**src/rtl/monomial_term_parser_core_macros.svh**
```systemverilog
// assertion helpers shared by the parser modules
`ifndef MONOMIAL_TERM_PARSER_CORE_MACROS_SVH
`define MONOMIAL_TERM_PARSER_CORE_MACROS_SVH

// same-cycle implication, checked on every rising edge outside reset
`define MTP_ASSERT_IMPL(label, ante, cons, msg) \
	label: assert property (@(posedge clk) disable iff (!arst_n) (ante) |-> (cons)) \
		else $error(msg);

// next-cycle implication
`define MTP_ASSERT_NEXT(label, ante, cons, msg) \
	label: assert property (@(posedge clk) disable iff (!arst_n) (ante) |=> (cons)) \
		else $error(msg);

`endif

```
**src/rtl/mtp_pkg.sv**
```systemverilog
package mtp_pkg;

	localparam int CH_W      = 8;
	localparam int COEF_W    = 31;
	localparam int MOD_W     = COEF_W + 1;
	localparam int RED_W     = COEF_W + 4;
	localparam int RED_CNT_W = 6;
	localparam int NAMES     = 8;
	localparam int IDX_W     = 3;
	localparam int NUMV_W    = 4;
	localparam int CFG_W     = 64;
	localparam int CFG_IDX_W = 2;
	localparam int STATUS_W  = 3;

	localparam logic [CFG_IDX_W-1:0] CFG_MODULUS   = 2'd0;
	localparam logic [CFG_IDX_W-1:0] CFG_VAR_NAMES = 2'd1;
	localparam logic [CFG_IDX_W-1:0] CFG_NUM_VARS  = 2'd2;

	localparam logic [COEF_W-1:0] MODULUS_RST  = 31'h7FFF_FFFF;
	localparam logic [MOD_W-1:0]  MODULUS_ZERO = 32'h8000_0000;
	localparam logic [NUMV_W-1:0] NUM_VARS_RST = 4'd1;

	localparam logic [CH_W-1:0] CH_CARET = 8'h5E;
	localparam logic [CH_W-1:0] CH_STAR  = 8'h2A;
	localparam logic [CH_W-1:0] CH_SPACE = 8'h20;
	localparam logic [CH_W-1:0] CH_ZERO  = 8'h30;
	localparam logic [CH_W-1:0] CH_NINE  = 8'h39;
	localparam logic [CH_W-1:0] CH_UP_A  = 8'h41;
	localparam logic [CH_W-1:0] CH_UP_Z  = 8'h5A;
	localparam logic [CH_W-1:0] CH_LO_A  = 8'h61;
	localparam logic [CH_W-1:0] CH_LO_Z  = 8'h7A;

	typedef enum logic [STATUS_W-1:0] {
		ST_OK,
		ST_BAD_FIRST,
		ST_UNKNOWN_VAR,
		ST_CARET,
		ST_UNEXPECTED
	} status_t;

	typedef enum logic [3:0] {
		S_START,
		S_COEF,
		S_ITEM,
		S_AFTER_VAR,
		S_CARET,
		S_EXP,
		S_ERROR,
		S_REDUCE,
		S_CHECK,
		S_FINAL,
		S_EMIT
	} state_t;

	// controller to datapath
	typedef struct packed {
		logic              coef_one;
		logic              coef_digit;
		logic              red_step;
		logic              final_start;
		logic              exp_first;
		logic              exp_next;
		logic              exp_commit;
		logic              var_hit;
		logic              cur_clear;
		logic              clear_term;
		logic              out_load;
		logic [IDX_W-1:0]  out_idx;
		status_t           out_status;
		logic              out_last;
	} cmd_t;

	// datapath to controller
	typedef struct packed {
		logic              acc_lt_m;
		logic              red_last;
		logic              hit;
		logic [NUMV_W-1:0] n_vars;
	} sts_t;

	function automatic logic is_digit(input logic [CH_W-1:0] c);
		return (c >= CH_ZERO) && (c <= CH_NINE);
	endfunction

	function automatic logic is_letter(input logic [CH_W-1:0] c);
		return ((c >= CH_UP_A) && (c <= CH_UP_Z)) || ((c >= CH_LO_A) && (c <= CH_LO_Z));
	endfunction

	function automatic logic is_sep(input logic [CH_W-1:0] c);
		return (c == CH_STAR) || (c == CH_SPACE);
	endfunction

endpackage

```
**src/rtl/monomial_term_parser_core.sv**
```systemverilog
// Monomial term parser. Characters of one monomial arrive one per input transfer, the last one
// flagged by end_of_term; after it the block sends one result per variable in use (index,
// degree, coefficient mod modulus, last on the final one), a single result when none is in use,
// or a single status result when the text is malformed. Separators, letters, carets and exponent
// digits are taken one per cycle. A coefficient digit is accepted, then takes 4 steps of the
// shared bit-serial remainder unit, or a full-width run of steps when the running coefficient is
// not below the modulus, which only happens if the modulus was rewritten in the middle of a term.
// After the final character of a well formed term there is a check state, 31 more remainder steps
// if the coefficient is still not below the modulus, then one result per cycle while out_stall is
// low; a status result follows the final character with no check state. Input is stalled from
// the final character until the last result is in the output register; that register lets a new
// term start while the last result still waits to be taken. Configuration registers: 0 modulus,
// 1 packed variable names (entry zero in the low byte), 2 number of variables in use.
`include "monomial_term_parser_core_macros.svh"

module monomial_term_parser_core #(
	parameter int MAX_VARS    = 8,
	parameter int DEGREE_BITS = 8
) (
	input  logic                          clk,
	input  logic                          arst_n,
	// configuration writes
	input  logic                          cfg_we,
	input  logic [mtp_pkg::CFG_IDX_W-1:0] cfg_index,
	input  logic [mtp_pkg::CFG_W-1:0]     cfg_data,
	// character stream
	input  logic                          in_valid,
	output logic                          in_stall,
	input  logic [mtp_pkg::CH_W-1:0]      ch,
	input  logic                          end_of_term,
	// results
	output logic                          out_valid,
	input  logic                          out_stall,
	output logic [mtp_pkg::IDX_W-1:0]     var_index,
	output logic [DEGREE_BITS-1:0]        degree,
	output logic [mtp_pkg::COEF_W-1:0]    coefficient,
	output logic [mtp_pkg::STATUS_W-1:0]  status,
	output logic                          last
);
	import mtp_pkg::*;

	cmd_t cmd;
	sts_t sts;

	// parse state machine, emit sequencing and output handshake
	mtp_ctrl u_ctrl (
		.clk         (clk),
		.arst_n      (arst_n),
		.in_valid    (in_valid),
		.ch          (ch),
		.end_of_term (end_of_term),
		.in_stall    (in_stall),
		.out_valid   (out_valid),
		.out_stall   (out_stall),
		.sts         (sts),
		.cmd         (cmd)
	);

	// config registers, coefficient remainder unit, name lookup, degree table, result register
	mtp_datapath #(
		.MAX_VARS    (MAX_VARS),
		.DEGREE_BITS (DEGREE_BITS)
	) u_dp (
		.clk         (clk),
		.arst_n      (arst_n),
		.cfg_we      (cfg_we),
		.cfg_index   (cfg_index),
		.cfg_data    (cfg_data),
		.ch          (ch),
		.cmd         (cmd),
		.sts         (sts),
		.var_index   (var_index),
		.degree      (degree),
		.coefficient (coefficient),
		.status      (status),
		.last        (last)
	);

	// a status result always stands alone and carries no coefficient
	`MTP_ASSERT_IMPL(a_error_result_alone, out_valid && status != ST_OK, last && coefficient == '0, "status result not final or nonzero")

endmodule

```
**src/rtl/mtp_datapath.sv**
```systemverilog
module mtp_datapath #(
	parameter int MAX_VARS    = 8,
	parameter int DEGREE_BITS = 8
) (
	input  logic                          clk,
	input  logic                          arst_n,
	input  logic                          cfg_we,
	input  logic [mtp_pkg::CFG_IDX_W-1:0] cfg_index,
	input  logic [mtp_pkg::CFG_W-1:0]     cfg_data,
	input  logic [mtp_pkg::CH_W-1:0]      ch,
	input  mtp_pkg::cmd_t                 cmd,
	output mtp_pkg::sts_t                 sts,
	output logic [mtp_pkg::IDX_W-1:0]     var_index,
	output logic [DEGREE_BITS-1:0]        degree,
	output logic [mtp_pkg::COEF_W-1:0]    coefficient,
	output logic [mtp_pkg::STATUS_W-1:0]  status,
	output logic                          last
);
	import mtp_pkg::*;

	// only eight names exist, so at most eight degrees are ever kept
	localparam int NV  = (MAX_VARS < NAMES) ? MAX_VARS : NAMES;
	localparam int TIW = (NV > 1) ? $clog2(NV) : 1;
	localparam logic [DEGREE_BITS-1:0] DEG_MAX = {DEGREE_BITS{1'b1}};

	logic [COEF_W-1:0]        modulus_q;
	logic [CFG_W-1:0]         names_q;
	logic [NUMV_W-1:0]        numv_q;

	logic [COEF_W-1:0]        acc_q;
	logic [RED_W-1:0]         sh_q;
	logic [RED_CNT_W-1:0]     cnt_q;
	logic [DEGREE_BITS-1:0]   exp_q;
	logic [TIW-1:0]           cur_q;
	logic                     cur_valid_q;
	logic [DEGREE_BITS-1:0]   deg_q [NV];

	logic [MOD_W-1:0]         m_eff;
	logic [NUMV_W-1:0]        n_vars;
	logic [3:0]               dgt;
	logic [RED_W-1:0]         v;
	logic [MOD_W-1:0]         t;
	logic [MOD_W-1:0]         diff;
	logic                     ge;
	logic [NAMES-1:0]         match;
	logic [IDX_W-1:0]         hit_idx;
	logic [DEGREE_BITS+3:0]   exp_wide;
	logic [DEGREE_BITS-1:0]   exp_nxt;

	assign m_eff  = (modulus_q == '0) ? MODULUS_ZERO : {1'b0, modulus_q};
	assign n_vars = (numv_q > NUMV_W'(NV)) ? NUMV_W'(NV) : numv_q;
	assign dgt    = 4'(ch - CH_ZERO);

	// 10*acc + digit
	assign v = ({4'b0, acc_q} << 3) + ({4'b0, acc_q} << 1) + RED_W'(dgt);

	// one restoring step of the remainder
	assign t    = {acc_q, sh_q[RED_W-1]};
	assign ge   = (t >= m_eff);
	assign diff = t - m_eff;

	// name lookup, lowest matching entry wins
	always_comb begin
		match   = '0;
		hit_idx = '0;
		for (int i = 0; i < NAMES; i++) begin
			match[i] = (NUMV_W'(i) < n_vars) && (names_q[i*CH_W +: CH_W] == ch);
		end
		for (int i = NAMES - 1; i >= 0; i--) begin
			if (match[i]) begin
				hit_idx = IDX_W'(i);
			end
		end
	end

	assign exp_wide = ({4'b0, exp_q} << 3) + ({4'b0, exp_q} << 1) + (DEGREE_BITS+4)'(dgt);

	always_comb begin
		exp_nxt = exp_q;
		if (cmd.exp_first) begin
			exp_nxt = DEGREE_BITS'(dgt);
		end else if (cmd.exp_next) begin
			exp_nxt = (exp_wide > (DEGREE_BITS+4)'(DEG_MAX)) ? DEG_MAX : exp_wide[DEGREE_BITS-1:0];
		end
	end

	assign sts.acc_lt_m = ({1'b0, acc_q} < m_eff);
	assign sts.red_last = (cnt_q == RED_CNT_W'(1));
	assign sts.hit      = |match;
	assign sts.n_vars   = n_vars;

	always_ff @(posedge clk or negedge arst_n) begin
		if (!arst_n) begin
			modulus_q <= MODULUS_RST;
			names_q   <= '0;
			numv_q    <= NUM_VARS_RST;
		end else if (cfg_we) begin
			unique case (cfg_index)
				CFG_MODULUS:   modulus_q <= cfg_data[COEF_W-1:0];
				CFG_VAR_NAMES: names_q   <= cfg_data;
				CFG_NUM_VARS:  numv_q    <= cfg_data[NUMV_W-1:0];
				default: ;
			endcase
		end
	end

	// coefficient accumulator doubles as the remainder of the reduction unit
	always_ff @(posedge clk or negedge arst_n) begin
		if (!arst_n) begin
			acc_q <= '0;
			sh_q  <= '0;
			cnt_q <= '0;
		end else if (cmd.clear_term) begin
			acc_q <= '0;
			cnt_q <= '0;
		end else if (cmd.coef_one) begin
			acc_q <= COEF_W'(1);
		end else if (cmd.coef_digit) begin
			if (sts.acc_lt_m) begin
				// v < 16*m, so the upper bits are already reduced
				acc_q <= v[RED_W-1:4];
				sh_q  <= {v[3:0], {COEF_W{1'b0}}};
				cnt_q <= RED_CNT_W'(4);
			end else begin
				acc_q <= '0;
				sh_q  <= v;
				cnt_q <= RED_CNT_W'(RED_W);
			end
		end else if (cmd.final_start) begin
			acc_q <= '0;
			sh_q  <= {acc_q, 4'b0};
			cnt_q <= RED_CNT_W'(COEF_W);
		end else if (cmd.red_step) begin
			acc_q <= ge ? diff[COEF_W-1:0] : t[COEF_W-1:0];
			sh_q  <= sh_q << 1;
			cnt_q <= cnt_q - RED_CNT_W'(1);
		end
	end

	always_ff @(posedge clk or negedge arst_n) begin
		if (!arst_n) begin
			exp_q       <= '0;
			cur_q       <= '0;
			cur_valid_q <= 1'b0;
			for (int i = 0; i < NV; i++) begin
				deg_q[i] <= '0;
			end
		end else if (cmd.clear_term) begin
			exp_q       <= '0;
			cur_valid_q <= 1'b0;
			for (int i = 0; i < NV; i++) begin
				deg_q[i] <= '0;
			end
		end else begin
			exp_q <= exp_nxt;
			// a new variable overrides a commit to the same entry
			for (int i = 0; i < NV; i++) begin
				if (cmd.var_hit && hit_idx == IDX_W'(i)) begin
					deg_q[i] <= DEGREE_BITS'(1);
				end else if (cmd.exp_commit && cur_valid_q && cur_q == TIW'(i)) begin
					deg_q[i] <= exp_nxt;
				end
			end
			if (cmd.var_hit) begin
				cur_q       <= hit_idx[TIW-1:0];
				cur_valid_q <= 1'b1;
			end else if (cmd.exp_commit || cmd.cur_clear) begin
				cur_valid_q <= 1'b0;
			end
		end
	end

	// result register
	always_ff @(posedge clk) begin
		if (cmd.out_load) begin
			if (cmd.out_status != ST_OK) begin
				var_index   <= '0;
				degree      <= '0;
				coefficient <= '0;
			end else begin
				var_index   <= cmd.out_idx;
				degree      <= deg_q[cmd.out_idx[TIW-1:0]];
				coefficient <= acc_q;
			end
			status <= cmd.out_status;
			last   <= cmd.out_last;
		end
	end

endmodule

```
**src/rtl/mtp_ctrl.sv**
```systemverilog
`include "monomial_term_parser_core_macros.svh"

module mtp_ctrl (
	input  logic                     clk,
	input  logic                     arst_n,
	input  logic                     in_valid,
	input  logic [mtp_pkg::CH_W-1:0] ch,
	input  logic                     end_of_term,
	output logic                     in_stall,
	output logic                     out_valid,
	input  logic                     out_stall,
	input  mtp_pkg::sts_t            sts,
	output mtp_pkg::cmd_t            cmd
);
	import mtp_pkg::*;

	state_t           state_q, state_d;
	status_t          err_q;
	logic             pend_q;
	logic [IDX_W-1:0] k_q;
	logic             out_valid_q;

	logic    parse;
	logic    acc;
	logic    slot_free;
	logic    out_last;

	// char decode
	state_t  si_ph, ph_c;
	status_t si_fail, fail_c, fail_tot;
	logic    si_hit, si_clr;
	logic    f_one, f_digit, f_exp_first, f_exp_next, f_commit, f_hit, f_clr;

	always_comb begin
		unique case (state_q) inside
			S_START, S_COEF, S_ITEM, S_AFTER_VAR, S_CARET, S_EXP, S_ERROR: parse = 1'b1;
			default: parse = 1'b0;
		endcase
	end

	assign in_stall  = !parse;
	assign acc       = in_valid && parse;
	assign out_valid = out_valid_q;
	assign slot_free = !out_valid_q || !out_stall;
	assign out_last  = (err_q != ST_OK) || (sts.n_vars == '0) ||
		(({1'b0, k_q} + NUMV_W'(1)) == sts.n_vars);

	// character where a new item may begin
	always_comb begin
		si_ph   = S_ERROR;
		si_fail = ST_UNEXPECTED;
		si_hit  = 1'b0;
		si_clr  = 1'b0;
		if (is_sep(ch)) begin
			si_ph   = S_ITEM;
			si_fail = ST_OK;
		end else if (is_letter(ch)) begin
			if (sts.hit) begin
				si_ph   = S_AFTER_VAR;
				si_fail = ST_OK;
				si_hit  = 1'b1;
			end else begin
				si_fail = ST_UNKNOWN_VAR;
			end
		end else if (ch == CH_CARET) begin
			si_ph   = S_CARET;
			si_fail = ST_OK;
			si_clr  = 1'b1;
		end
	end

	always_comb begin
		ph_c        = state_q;
		fail_c      = ST_OK;
		f_one       = 1'b0;
		f_digit     = 1'b0;
		f_exp_first = 1'b0;
		f_exp_next  = 1'b0;
		f_commit    = 1'b0;
		f_hit       = 1'b0;
		f_clr       = 1'b0;
		case (state_q)
			S_START: begin
				if (is_letter(ch)) begin
					f_one  = 1'b1;
					ph_c   = si_ph;
					fail_c = si_fail;
					f_hit  = si_hit;
				end else if (is_digit(ch)) begin
					f_digit = 1'b1;
					ph_c    = S_REDUCE;
				end else begin
					ph_c   = S_ERROR;
					fail_c = ST_BAD_FIRST;
				end
			end
			S_COEF: begin
				if (is_digit(ch)) begin
					f_digit = 1'b1;
					ph_c    = S_REDUCE;
				end else begin
					ph_c   = si_ph;
					fail_c = si_fail;
					f_hit  = si_hit;
					f_clr  = si_clr;
				end
			end
			S_ITEM: begin
				ph_c   = si_ph;
				fail_c = si_fail;
				f_hit  = si_hit;
				f_clr  = si_clr;
			end
			S_AFTER_VAR: begin
				if (ch == CH_CARET) begin
					ph_c = S_CARET;
				end else begin
					ph_c   = si_ph;
					fail_c = si_fail;
					f_hit  = si_hit;
					f_clr  = si_clr;
				end
			end
			S_CARET: begin
				if (is_digit(ch)) begin
					f_exp_first = 1'b1;
					ph_c        = S_EXP;
				end else begin
					ph_c   = S_ERROR;
					fail_c = ST_CARET;
				end
			end
			S_EXP: begin
				if (is_digit(ch)) begin
					f_exp_next = 1'b1;
				end else begin
					f_commit = 1'b1;
					ph_c     = si_ph;
					fail_c   = si_fail;
					f_hit    = si_hit;
					f_clr    = si_clr;
				end
			end
			default: ;
		endcase
		// a caret as the final character
		fail_tot = fail_c;
		if (fail_c == ST_OK && end_of_term && ph_c == S_CARET) begin
			fail_tot = ST_CARET;
		end
	end

	// next state
	always_comb begin
		state_d = state_q;
		unique case (state_q)
			S_START, S_COEF, S_ITEM, S_AFTER_VAR, S_CARET, S_EXP, S_ERROR: begin
				if (acc) begin
					if (fail_tot != ST_OK || ph_c == S_ERROR) begin
						state_d = end_of_term ? S_EMIT : S_ERROR;
					end else if (end_of_term && ph_c != S_REDUCE) begin
						state_d = S_CHECK;
					end else begin
						state_d = ph_c;
					end
				end
			end
			S_REDUCE: begin
				if (sts.red_last) begin
					state_d = pend_q ? S_CHECK : S_COEF;
				end
			end
			S_CHECK: state_d = sts.acc_lt_m ? S_EMIT : S_FINAL;
			S_FINAL: begin
				if (sts.red_last) begin
					state_d = S_EMIT;
				end
			end
			S_EMIT: begin
				if (slot_free && out_last) begin
					state_d = S_START;
				end
			end
			default: state_d = S_START;
		endcase
	end

	// datapath commands
	always_comb begin
		cmd             = '0;
		cmd.coef_one    = acc && f_one;
		cmd.coef_digit  = acc && f_digit;
		cmd.exp_first   = acc && f_exp_first;
		cmd.exp_next    = acc && f_exp_next;
		cmd.exp_commit  = acc && (f_commit || (end_of_term && ph_c == S_EXP));
		cmd.var_hit     = acc && f_hit;
		cmd.cur_clear   = acc && f_clr;
		cmd.red_step    = (state_q == S_REDUCE) || (state_q == S_FINAL);
		cmd.final_start = (state_q == S_CHECK) && !sts.acc_lt_m;
		cmd.out_load    = (state_q == S_EMIT) && slot_free;
		cmd.clear_term  = cmd.out_load && out_last;
		cmd.out_idx     = k_q;
		cmd.out_status  = err_q;
		cmd.out_last    = out_last;
	end

	always_ff @(posedge clk or negedge arst_n) begin
		if (!arst_n) begin
			state_q     <= S_START;
			err_q       <= ST_OK;
			pend_q      <= 1'b0;
			k_q         <= '0;
			out_valid_q <= 1'b0;
		end else begin
			state_q <= state_d;
			if (cmd.clear_term) begin
				err_q <= ST_OK;
			end else if (acc && state_q != S_ERROR && fail_tot != ST_OK) begin
				err_q <= fail_tot;
			end
			if (cmd.coef_digit) begin
				pend_q <= end_of_term;
			end
			if (cmd.clear_term) begin
				k_q <= '0;
			end else if (cmd.out_load) begin
				k_q <= k_q + IDX_W'(1);
			end
			if (cmd.out_load) begin
				out_valid_q <= 1'b1;
			end else if (!out_stall) begin
				out_valid_q <= 1'b0;
			end
		end
	end

	`MTP_ASSERT_NEXT(a_eot_blocks_input, in_valid && !in_stall && end_of_term, in_stall, "input taken right after final character")
	`MTP_ASSERT_IMPL(a_error_has_code, state_q == S_ERROR, err_q != ST_OK, "error phase without status code")
	`MTP_ASSERT_IMPL(a_load_into_free_slot, cmd.out_load, !out_valid || !out_stall, "result overwrites a stalled transfer")

endmodule

```
**config.mk**
```make
export PLATFORM = sky130hd
export DESIGN_NAME = monomial_term_parser_core
export DESIGN_NICKNAME = d
export VERILOG_FILES = /design/src/rtl/mtp_pkg.sv /design/src/rtl/monomial_term_parser_core.sv /design/src/rtl/mtp_datapath.sv /design/src/rtl/mtp_ctrl.sv
export VERILOG_INCLUDE_DIRS = /design/src /design/src/rtl
export SDC_FILE = /design/constraint.sdc
export NUM_CORES = 1
export LEC_CHECK = 0
export BUFFER_PORTS_ARGS = -buffer_cell sky130_fd_sc_hd__buf_2
export CELL_PAD_IN_SITES_DETAIL_PLACEMENT = 1
export CELL_PAD_IN_SITES_GLOBAL_PLACEMENT = 1
export CORE_MARGIN = 8
export CORE_UTILIZATION = 52
export CTS_CLUSTER_DIAMETER = 150
export CTS_CLUSTER_SIZE = 8
export DETAILED_ROUTE_END_ITERATION = 12
export PLACE_DENSITY_LB_ADDON = 0.1
export SYNTH_ARGS = -nofsm -noshare
export SYNTH_HDL_FRONTEND = slang
export SYNTH_HIERARCHICAL = 1
export SYNTH_SLANG_ARGS = --single-unit
```
**constraint.sdc**
```tcl
create_clock -name clk -period 15 [get_ports clk]
set_input_delay 0 -clock clk [delete_from_list [all_inputs] [get_ports clk]]
set_output_delay 0 -clock clk [all_outputs]
set_load 0.005 [all_outputs]
```
Yosys cells after proc, flatten, opt, wreduce, memory -nomap -nowiden. Index checks and enable logic that the tools add are counted.

Add/sub/neg operators: 9. Magnitude comparators: 19. Equality and inequality tests: 50. Mux-type cells: 115. Bitwise gates (word level): 3. Reduce and logical (&&, ||, !) cells: 92.

Operator list (count): 31-bit two-way mux (7); 8-bit two-way mux (22); 35-bit two-way mux (4); 8-bit == test (8); 64-bit two-way mux (1); 3-bit two-way mux (20); 4-bit two-way mux (15); 1-bit logical AND (46); 6-bit two-way mux (6); 3-bit nonzero test (12); 34-bit by 32-bit adder with 35-bit output (1); 35-bit by 4-bit adder with 35-bit output (1); 32-bit >= comparator (1); 31-bit by 32-bit less-than comparator with 1-bit output (1); 32-bit two-way mux (1); 31-bit zero test (1); 31-bit subtractor (1); 4-bit by 3-bit == test with 1-bit output (second input constant) (7); 1-bit two-way mux (27); 8-bit binary-select mux with 3-bit select (1); 3-bit == test (second input constant) (8); 4-bit case mux with 6 select lines (1); 4-bit case mux with 5 select lines (1); 8-bit by 6-bit == test with 1-bit output (second input constant) (2); 50 further kinds (93).

Register bits after elaboration: 305. Input bits: 80. Logic and storage cells: 315.

Longest topological paths before layout. Gate-level depths: netlist (run 1).

Word-level depth: 19. Gate-level depth with buffers: 19. Gate-level depth less buffers: 17.

Cells and area by module. The synthesis (run 1) kept the hierarchy.

By module, submodules not included: mtp_datapath (instances 1, cells each 1875, area an instance 18519.0 sq um, sequential area each 7602.3 sq um); mtp_ctrl (instances 1, cells each 171, area an instance 1375.1 sq um, sequential area each 300.3 sq um).

Worst setup path before layout (run 1). No wires, ideal clock.

Path kind: register -> register. From: register u_ctrl.state_q[2]. To: register u_dp.sh_q[33]. Setup time: 136 ps. Data arrival time: 4976 ps. Required time: 14864 ps. Path slack: 9887 ps. Cell stages (with the launch flop): 12. Path buffers: 4. Clock period less this slack: 5113 ps. Path through: dfrtp_1 clkbuf_8 nor3b_1 nand2_1 a21oi_1 and2_1 clkbuf_1 nor2_1 nand2_1 clkbuf_1 clkbuf_1 o21ai_0.

RTL lines: start: declaration (RTL line mtp_ctrl.sv:17) `state_t state_q, state_d;`; start signal: assignment (RTL line mtp_ctrl.sv:215) `state_q <= state_d;`; end signal: assignment (RTL line mtp_datapath.sv:122) `sh_q <= {v[3:0], {COEF_W{1'b0}}};`; end signal: assignment (RTL line mtp_datapath.sv:126) `sh_q <= v;`; end signal: assignment (RTL line mtp_datapath.sv:131) `sh_q <= {acc_q, 4'b0};`; end: declaration (RTL line mtp_datapath.sv:31) `logic [RED_W-1:0] sh_q;`.

==> results of run 1 <==
synth_stat cells (all sizes together) (18+ instances only):
cell type	number	area share (%)
a211oi	27	1.1
a21o	28	1.1
a21oi	143	3.6
a31oi	21	0.66
and2	41	1.3
buf	21	0.54
clkbuf	78	1.6
dfrtp	227	29
dfstp	32	4.2
edfxtp	46	6.9
ha	141	8.9
inv	69	1.3
mux2	73	4.1
mux2i	60	3.0
nand2	170	3.2
nand3	26	0.65
nand4	21	0.66
nor2	171	3.2
nor2b	18	0.57
nor3	33	0.88
nor4	27	0.92
o21a	21	0.79
o21ai	174	4.4
xnor2	47	2.1
xor2	64	2.8
layout by cell type, fill, tap and decap left out, types with 68 or more instances in the layout:
| master | synthesis | final |
|---|---|---|
| nand2_1 | 169 | 169 |
| nor2_1 | 171 | 171 |
| o21ai_0 | 169 | 169 |
| dlygate4sd3_1 | 0 | 72 |
| inv_1 | 68 | 68 |
| ha_1 | 141 | 141 |
| a21oi_1 | 143 | 142 |
| dfrtp_1 | 227 | 227 |
| mux2_2 | 72 | 72 |
| buf_2 | 14 | 126 |
through the flow:
stage | util, % | setup slack (ns) | hold slack, ns
3_3_place_gp | 55.8 | 10.06 | 0.111
3_5_place_dp | 55.8 | 9.97 | 0.109
4_1_cts | 61.1 | 9.92 | 0.0223
6_report | 61.1 | 9.65 | 0.0415
5_1_grt | 61.1 | 9.21 | 0.0491
2_1_floorplan | - | 9.89 | -0.296
path summary, 6_finish.rpt:
kind,endpoint,from,depth (start not counted)
min in group clk,u_dp/sh_q[0],ch[0],3
hold reg to reg,u_dp/sh_q[27],u_dp/sh_q[27],2
max in group asynchronous,u_dp/numv_q[1],arst_n,3
setup / recovery,u_dp/acc_q[10],u_dp/modulus_q[17],19
setup reg to reg,u_dp/acc_q[10],u_dp/modulus_q[17],19
hold / removal,u_ctrl/out_valid,arst_n,2
worst max-delay path: stages, from the launching register on:
cell and delay [ns]:
dfstp_2 0.61, inv_1 0.11, ha_1 0.32, a21oi_1 0.20, nor2_1 0.07, a211oi_1 0.25, o21ai_0 0.12, o21ai_0 0.28
a31oi_1 0.16, buf_4 0.23, inv_1 0.15, nor3b_2 0.07, or2_2 0.38, nor2_1 0.38, nor3_2 0.06, buf_4 0.28
nand2_1 0.65, nor2_1 0.30, a222oi_1 0.40, o31ai_1 0.12
report_power, final:
part	internal [mW]	switching (mW)
logic	0.424	0.672
clock network	0.565	0.424
registers	0.994	0.165
area by class of cell:
type,count,area [um2]
antenna,1,2.50
tap,511,639
sequential,305,7900
timing repair buffer,222,1550
fill,4220,14600
multi-input combinational,1573,11400
inverter,69,262
clock buffer,78,1250
clock inverter,3,48.8
state kept, by name, summed over array words and instances (netlist names), 8 cells and up:
| name | cells |
|---|---|
| u_dp/acc_q | 31 |
| u_dp/coefficient | 31 |
| u_dp/deg_q | 64 |
| u_dp/degree | 8 |
| u_dp/exp_q | 8 |
| u_dp/modulus_q | 31 |
| u_dp/names_q | 64 |
| u_dp/sh_q | 35 |
kinds of logic (layout without fill, tap and decap cells):
group	count (synthesis)	count (layout)	synth area share, %
compound gates	581	581	19.2
xor+xnor	112	112	5.00
fa+ha+maj	146	146	9.37
buf+inv	168	372	3.43
flops	305	305	39.7
mux	149	149	8.96
other cells	0	1	0
simple gates	585	585	14.3
routing by layer:
metal  GRT usage (%)  wire (um)  vias up
li1                -          -     7865
met1            40.4      30100     9082
met2            55.6      36500      761
met3            5.65       4540      229
met4            16.6       3740        0
met5               0          0        -
repair_timing:
item,CTS,global route
hold buffers,72,0
hold endpoints to repair,200,0
buffers inserted,0,0
==> flow_metrics.py, run 1 <==
metrics = {
    "power": {
        "ir_worst_vdd_mv": 0.127,
        "power_density_mw_per_mm2": 141,
        "leakage_nw": 10.2,
        "power_mw": 3.24,
    },
    "timing": {
        "fmax_ghz": 0.187,
        "max_slew_margin_pct": 13.9,
        "report.final.slew_viol_count": 0,
        "worst_slew_pin_slew_ns": 1.28,
        "rsz0062_at_grt": "no",
        "post-route-period-util_pct": 35.7,
        "setup_viol_count_final": 0,
        "clock_skew_ns": 0.0423,
        "post-route-min-period_ns": 5.35,
        "hold_viol_final": 0,
        "finalSetupTns_ns": 0,
    },
    "die": {
        "std_cell_rows": 71,
        "die-height_um": 212,
        "chipWidth_um": 212,
        "die_area_mm2": 0.0448,
        "io-pin-count": 128,
        "core-area_mm2": 0.0377,
        "initial_utilization_pct": 52.8,
    },
    "route": {
        "ant_nets": 0,
        "drc": 0,
        "viasPerCell": 6.49,
        "dr.first_iter.drc_count": 1324,
        "wl_per_cell_um": 27.1,
        "vias": 17900,
        "drtPass1Iterations": 6,
        "drt_wl_total_um": 74800,
    },
    "synth": {
        "synth-edff-count": 46,
        "syn_inst": 2046,
        "ys_seq_area_share_pct": 39.7,
        "synth_warnings": 6,
        "ys_seq_elements": 305,
        "synthArstFlopShare_pct": 84.9,
        "synth.cell_area_mm2": 0.0199,
        "synth_cell_types": 101,
        "avgSynthCellArea_um2": 9.72,
        "synthFlopType": "dfrtp_1",
        "syn-num-nets": 2272,
    },
    "worst_setup_path": {
        "critPathArrivalTime_ns": 5.78,
        "reg2reg_slack_ns": 9.65,
        "startpoint_type": "flip-flop",
        "path_max_fanout": 31,
        "end_kind": "flip-flop",
        "cp_data_required_time_ns": 15.43,
        "worstSetupPathType": "flip-flop to flip-flop",
    },
    "grt": {
        "grt_start_max_net_pins": 165,
        "track_usage_pct": 33.0,
        "grt_antenna_before_repair": 1,
        "grt_pass1_vias": 19200,
        "grt_overflow": 0,
        "grt_pass1_wl_um": 115000,
    },
    "worst_hold_path": {
        "min_path_type": "input pin to async pin",
    },
    "finish": {
        "drive_gt1_share_pct": 16.4,
        "area_growth_pct": 15.7,
        "nets": 2441,
        "fin_area_mm2": 0.0230,
        "fin_cells": 2762,
    },
    "clock_network": {
        "cts_tree": "yes",
        "cts_buffers": 44,
        "clock_latency_ns": 0.60,
        "postCtsResizedCells": 0,
        "clkSinkCount": 305,
        "cts.path.max_buffers": 3,
        "clk_pin_slew_ns": 0.07,
        "htreeDepth": 2,
        "root_buffer": "clkbuf_16",
    },
    "run_status": {
        "outcome": "finished, final reports clean",
    },
    "placed_design": {
        "portBuffers": 127,
        "dp.cells": 2608,
        "dp_hpwl_um": 47900,
        "gp_congestion": 0.896,
        "placed_cell_area_mm2": 0.0210,
    },
    "job": {
        "drv_cap": 0,
    },
}
Power figures use the tool's default switching activity.
==> run 2, diff against run 1 <==
ABC_AREA = 1   (was unset)
CORE_UTILIZATION = 46   (was 52)
clock period = 4.95 ns   (was 15 ns; I/O delays follow)
==> run 2 against run 1 <==
Against the previous run: wire length increased by 12%; largest power group is now combinational cells; setup slack got worse by 9.2 ns; die area increased by 20%; critical path type unchanged.
==> flow_metrics.py, run 2 <==
metrics = {
    "run_status": {
        "outcome": "finished, final reports clean",
    },
    "synth": {
        "synth_commonest_cells": "nand2_1 (710), nor2_1 (298), inv_1 (297)",
        "ys_seq_area_share_pct": 36.9,
        "synth_warnings": 6,
        "synth_cell_types": 63,
        "yosys.area.top_type": "dfrtp_1",
        "syn-num-nets": 3104,
        "synth_most_common_cell": "nand2_1",
        "synth-edff-count": 46,
        "synthArstFlopShare_pct": 84.9,
        "synth_top_area_share_pct": 26.5,
        "synthFlopType": "dfrtp_1",
        "netlist_top_cells_area": "dfrtp_1 (27%), nand2_1 (12%), ha_1 (8.2%)",
        "synth.cell_area_mm2": 0.0214,
        "ys_seq_elements": 305,
        "syn_inst": 2878,
        "avgSynthCellArea_um2": 7.44,
    },
    "timing": {
        "post-route-period-util_pct": 90.8,
        "fmax_ghz": 0.223,
        "report.final.slew_viol_count": 0,
        "hold_viol_final": 0,
        "rsz0062_at_grt": "no",
        "max_slew_margin_pct": 14.8,
        "setup_viol_count_final": 0,
        "clock_skew_ns": 0.0245,
        "finalSetupTns_ns": 0,
        "worst_slew_pin_slew_ns": 1.28,
        "post-route-min-period_ns": 4.49,
    },
    "power": {
        "leakage_nw": 12.4,
        "power_density_mw_per_mm2": 483,
        "ir_worst_vdd_mv": 0.304,
    },
    "finish": {
        "largest_registers": "u_dp/deg_q: 64 flops, u_dp/names_q: 64 flops, u_dp/sh_q: 35 flops",
        "final_cell_mix": "nand2_1 (710), nor2_1 (297), inv_1 (296)",
        "drive_gt1_share_pct": 12.6,
        "final_common_cell": "nand2_1",
        "antenna_cells": 0,
        "fin_util_pct": 53.5,
        "nets": 3306,
        "fin_cells": 3713,
        "area_growth_pct": 15.6,
        "nFillCells": 5804,
        "fin_area_mm2": 0.0247,
    },
    "clock_network": {
        "clk_pin_slew_ns": 0.06,
        "htreeDepth": 2,
        "postCtsResizedCells": 0,
        "cts.path.max_buffers": 3,
        "postCtsSetupBuffers": 0,
        "holdBufCountCts": 73,
        "clock_latency_ns": 0.59,
        "cts_tree": "yes",
        "root_buffer": "clkbuf_16",
        "cts_buffers": 44,
        "clkSinkCount": 305,
    },
    "worst_setup_path": {
        "worstSetupPathType": "flip-flop to flip-flop",
        "reg2reg_slack_ns": 0.46,
        "path_max_fanout": 48,
        "r2r_end": "u_dp/acc_q[13]",
        "startpoint_type": "flip-flop",
        "cp_data_required_time_ns": 5.44,
        "ff2ff_path_depth": 25,
        "critPathArrivalTime_ns": 4.99,
        "rr_startpoint": "u_dp/modulus_q[27]",
        "crit_path_end": "u_dp/acc_q[13]",
        "startpoint": "u_dp/modulus_q[27]",
        "end_kind": "flip-flop",
    },
    "die": {
        "die_area_mm2": 0.0537,
        "io-pin-count": 128,
        "initial_utilization_pct": 46.3,
        "chipWidth_um": 232,
        "std_cell_rows": 79,
        "die-height_um": 232,
        "core-area_mm2": 0.0463,
    },
    "route": {
        "drc": 0,
        "drtPass1Iterations": 5,
        "wl_per_cell_um": 22.6,
        "drt_wl_total_um": 83800,
        "dr.first_iter.drc_count": 1590,
        "vias": 21500,
        "ant_nets": 0,
        "viasPerCell": 5.80,
    },
    "placed_design": {
        "dp.cells": 3568,
        "dp_hpwl_um": 59500,
        "portBuffers": 127,
        "gp_congestion": 0.957,
        "placed_cell_area_mm2": 0.0227,
    },
    "grt": {
        "grt_pass1_vias": 23100,
        "grt_overflow": 0,
        "track_usage_pct": 30.9,
        "grt_start_max_net_pins": 124,
        "grt_antenna_before_repair": 3,
        "grt_pass1_wl_um": 131000,
    },
    "job": {
        "drv_cap": 0,
    },
    "worst_hold_path": {
        "min_path_type": "input pin to async pin",
    },
}
## run 2: changes by cell type after synthesis, sizes merged, moves of 21 or more
cell	before	now
and2	41	0
mux2	73	16
clkbuf	78	51
a21oi	143	207
nor4	27	5
xor2	64	18
nor2	171	319
a21o	28	7
a211oi	27	2
nand3	26	231
nand2	170	738
inv	69	325
o21ai	174	240
mux2i	60	0
## run 2: final cells by class
cell class	count	area (um2)	share of cell area, %
Clock buffer	68	1190	4.81
Clock inverter	4	78.8	0.319
Inverter	328	1250	5.04
Multi-Input combinational cell	2158	11800	47.9
Sequential cell	305	7900	31.9
Tap cell	607	759	3.07
Timing Repair Buffer	243	1720	6.97
## run 2: worst min path at each step
stage | cells after the start | to | startpoint | slack (ns)
2_1_floorplan | 0 | u_ctrl/err_q[0] | arst_n | -0.30
3_3_place_gp | 1 | u_dp/sh_q[19] | arst_n | 0.04
3_5_place_dp | 1 | u_dp/sh_q[20] | arst_n | 0.05
4_1_cts | 2 | u_dp/sh_q[20] | arst_n | 0.01
5_1_grt | 2 | u_dp/sh_q[20] | arst_n | 0.07
6_report | 2 | u_dp/sh_q[20] | arst_n | 0.006
## run 2: routing by layer
layer / global-route usage, % / routed length [um]
met1: 40.4 / 36300
met2: 50.6 / 38800
met3: 5.78 / 5570
met4: 11.4 / 3090
met5: 0 / 36
## run 2: critical path: stages (launching register included)
cell and delay (ns):
dfstp_2 0.53, inv_1 0.07, ha_1 0.30, nand2_1 0.09
o21ai_0 0.22, nand2_1 0.08, nand2_1 0.07, nand2_1 0.05
nand2_1 0.05, nand2_1 0.04, nand3b_1 0.11, nand2_1 0.18
nand2_1 0.13, inv_1 0.12, nor3_2 0.27, nor2_2 0.07
inv_2 0.17, nor2_1 0.12, nor3_4 0.13, buf_4 0.50
inv_1 0.32, buf_12 0.25, a21oi_1 0.14, o21a_1 0.16
nand2_1 0.06, o211ai_1 0.15
## run 2: metrics by stage
| stage | hold WS [ns] | power (mW) | setup WS, ns |
|---|---|---|---|
| 2_1_floorplan | -0.296 | 6.94 | 1.56 |
| 3_3_place_gp | 0.0382 | 8.62 | 0.867 |
| 3_5_place_dp | 0.0460 | 8.82 | 0.527 |
| 4_1_cts | 0.0122 | 11.8 | 0.531 |
| 5_1_grt | 0.0700 | 12.6 | 0.168 |
| 6_report | 0.00573 | 11.9 | 0.458 |
## run 2: kinds of logic (layout without fill, tap and decap cells)
group / after synthesis / count (layout) / share of synthesized area [%]
compound gates: 559 / 559 / 14.5
xor+xnor: 69 / 69 / 2.86
fa+ha+maj: 146 / 146 / 8.71
buf+inv: 415 / 643 / 7.93
flops: 305 / 305 / 36.9
mux: 16 / 16 / 0.842
simple gates: 1368 / 1368 / 28.2
## run 2: power breakdown
part,switching [mW],leakage (nW),internal (mW)
Sequential,0.480,3.74,3.19
Clock,1.23,0.606,1.66
Combinational,3.67,8.08,1.71
Total,5.38,12.4,6.56
==> run 3, diff against run 2 <==
MAX_ROUTING_LAYER = met4   (was unset)
SKIP_CTS_REPAIR_TIMING = 1   (was unset)
==> run 3 against run 2 <==
Against the previous run: the run now ends with hold timing left; critical endpoint is now u_dp/sh_q[34]; total power shrank 0.81%; largest cell class unchanged; clock-buffer cell count down 2; die area stayed put; non-clock buffer count grew 2; clock skew about the same; critical path type unchanged; cell count about the same; register-to-register slack better by 0.03 ns; combinational power fell by 0.7%; sequential share of layout area hardly changed; final area decreased by 0.13%; clock power down 2%; first-iteration DRC count up 2.6%.
==> flow_metrics.py, run 3 (synthesized netlist as in run 2, its figures left out) <==
metrics = {
    "finish": {
        "area_growth_pct": 15.4,
        "nets": 3308,
        "largest_registers": "u_dp/deg_q: 64 flops, u_dp/names_q: 64 flops, u_dp/sh_q: 35 flops",
        "final_common_cell": "nand2_1",
        "fin_util_pct": 53.4,
        "drive_gt1_share_pct": 12.7,
        "fin_area_mm2": 0.0247,
        "final_cell_mix": "nand2_1 (710), nor2_1 (297), inv_1 (296)",
    },
    "clock_network": {
        "cts_tree": "yes",
        "clock_latency_ns": 0.58,
        "htreeDepth": 2,
        "clk_pin_slew_ns": 0.05,
        "clkSinkCount": 305,
        "cts.path.max_buffers": 3,
        "root_buffer": "clkbuf_16",
        "cts_buffers": 44,
    },
    "timing": {
        "fmax_ghz": 0.224,
        "clock_skew_ns": 0.0245,
        "report.final.slew_viol_count": 0,
        "post-route-min-period_ns": 4.46,
        "rsz0062_at_grt": "no",
        "finalSetupTns_ns": 0,
        "post-route-period-util_pct": 90.1,
        "worst_slew_pin_slew_ns": 1.19,
        "setup_viol_count_final": 0,
        "hold_viol_final": 47,
        "hold_slack_ns": -0.0303,
        "max_slew_margin_pct": 20.4,
    },
    "worst_setup_path": {
        "cp_cell_sequence": "inv_1 -> ha_1 -> nand2_1 -> o21ai_0 -> nand4_1 -> nand2_1 -> nand2_1 -> nand3b_1 -> nand2_1 -> nand2_1 -> inv_1 -> nor3_2 -> nor2_2 -> inv_2 -> nor2_1 -> nor3_4 -> buf_4 -> inv_1 -> buf_4 -> a21oi_1 -> nand3_1 -> nand2_1 -> inv_1",
        "cp_data_required_time_ns": 5.42,
        "startpoint_type": "flip-flop",
        "worst_path_max_delay_cell": "dfstp_2",
        "critPathMaxStageDelay_ns": 0.52,
        "worstSetupPathType": "flip-flop to flip-flop",
        "cpMostUsedCell": "nand2_1",
        "end_kind": "flip-flop",
        "critPathArrivalTime_ns": 4.93,
        "path_max_fanout": 48,
    },
    "worst_hold_path": {
        "min_path_type": "input pin to async pin",
    },
    "route": {
        "drc": 0,
        "ant_nets": 0,
        "drtPass1Iterations": 5,
        "drt_wl_total_um": 83300,
        "wl_per_cell_um": 22.4,
        "dr.first_iter.drc_count": 1632,
        "viasPerCell": 5.78,
        "vias": 21500,
    },
    "placed_design": {
        "gp_congestion": 0.952,
        "dp_hpwl_um": 60300,
        "portBuffers": 127,
        "placed_cell_area_mm2": 0.0228,
    },
    "die": {
        "io-pin-count": 128,
        "die-height_um": 232,
        "std_cell_rows": 79,
        "initial_utilization_pct": 46.3,
        "core-area_mm2": 0.0463,
        "die_area_mm2": 0.0537,
        "chipWidth_um": 232,
    },
    "grt": {
        "grt_overflow": 0,
        "grt_start_max_net_pins": 113,
        "track_usage_pct": 30.0,
        "grt_antenna_before_repair": 4,
        "grt_pass1_vias": 21900,
        "grt_pass1_wl_um": 124000,
    },
    "job": {
        "drv_cap": 0,
    },
    "power": {
        "power_density_mw_per_mm2": 479,
        "ir_worst_vdd_mv": 0.272,
        "leakage_nw": 12.4,
    },
    "run_status": {
        "violations": "hold timing",
        "outcome": "finished, violations left",
    },
}
run 3: changes by cell type in the layout (fill, tap and decap cells not counted):
cell	delta
inv_6	+1
buf_4	+6
clkbuf_1	-2
buf_12	-1
clkinv_16	-1
clkinv_8	+1
diode_2	+2
dlygate4sd3_1	-3
inv_16	-1
run 3: final timing paths:
check,start,endpoint,slack (ns),cells after the start
worst max-delay path,u_dp/modulus_q[19],u_dp/sh_q[34],0.49,23
worst min-delay path,arst_n,u_dp/sh_q[20],-0.03,2
worst max register to register,u_dp/modulus_q[19],u_dp/sh_q[34],0.49,23
worst min register to register,u_dp/deg_q[40],u_dp/deg_q[40],0.48,2
max in group asynchronous,arst_n,u_dp/names_q[52],3.80,3
min in group clk,cfg_we,u_dp/numv_q[2],0.01,3
run 3: critical path: cells and delay by family (launching register included):
kind	cells	cell delay, ns
compound gates	2	0.35
fa+ha+maj	1	0.30
buf+inv	7	1.63
flops	1	0.52
simple gates	13	1.52
run 3: layer usage:
metal | vias to the layer above | share of wire, % | global-route usage (%)
met2 | 718 | 45 | 46.4
met5 | - | 0 | -
met4 | 0 | 3.6 | 9.62
met1 | 10600 | 44 | 39.6
met3 | 192 | 6.9 | 5.44
li1 | 9935 | - | -
run 3: through the flow:
stage	std cells	worst slack, ns	total power, mW	hold WS, ns
5_1_grt	3715	0.189	12.6	0.00937
3_5_place_dp	3573	0.616	8.81	-0.0313
4_1_cts	3643	0.589	11.7	-0.646
6_report	3715	0.490	11.8	-0.0303
3_3_place_gp	3573	0.749	8.64	-0.0336
2_1_floorplan	2878	1.56	6.94	-0.296
run 3: cell type report:
cell class / count / area [um2]
well taps: 607 / 759
clock inverters: 4 / 53.8
fillers: 5826 / 21600
repair buffers: 245 / 1720
inverters: 328 / 1250
multi-input cells: 2158 / 11800
diodes: 2 / 5.00
flip-flops and latches: 305 / 7900
clock buffers: 66 / 1180
run 3: report_power, final:
group / switching [mW] / internal, mW
Sequential: 0.463 / 3.19
Clock: 1.20 / 1.64
Combinational: 3.63 / 1.71
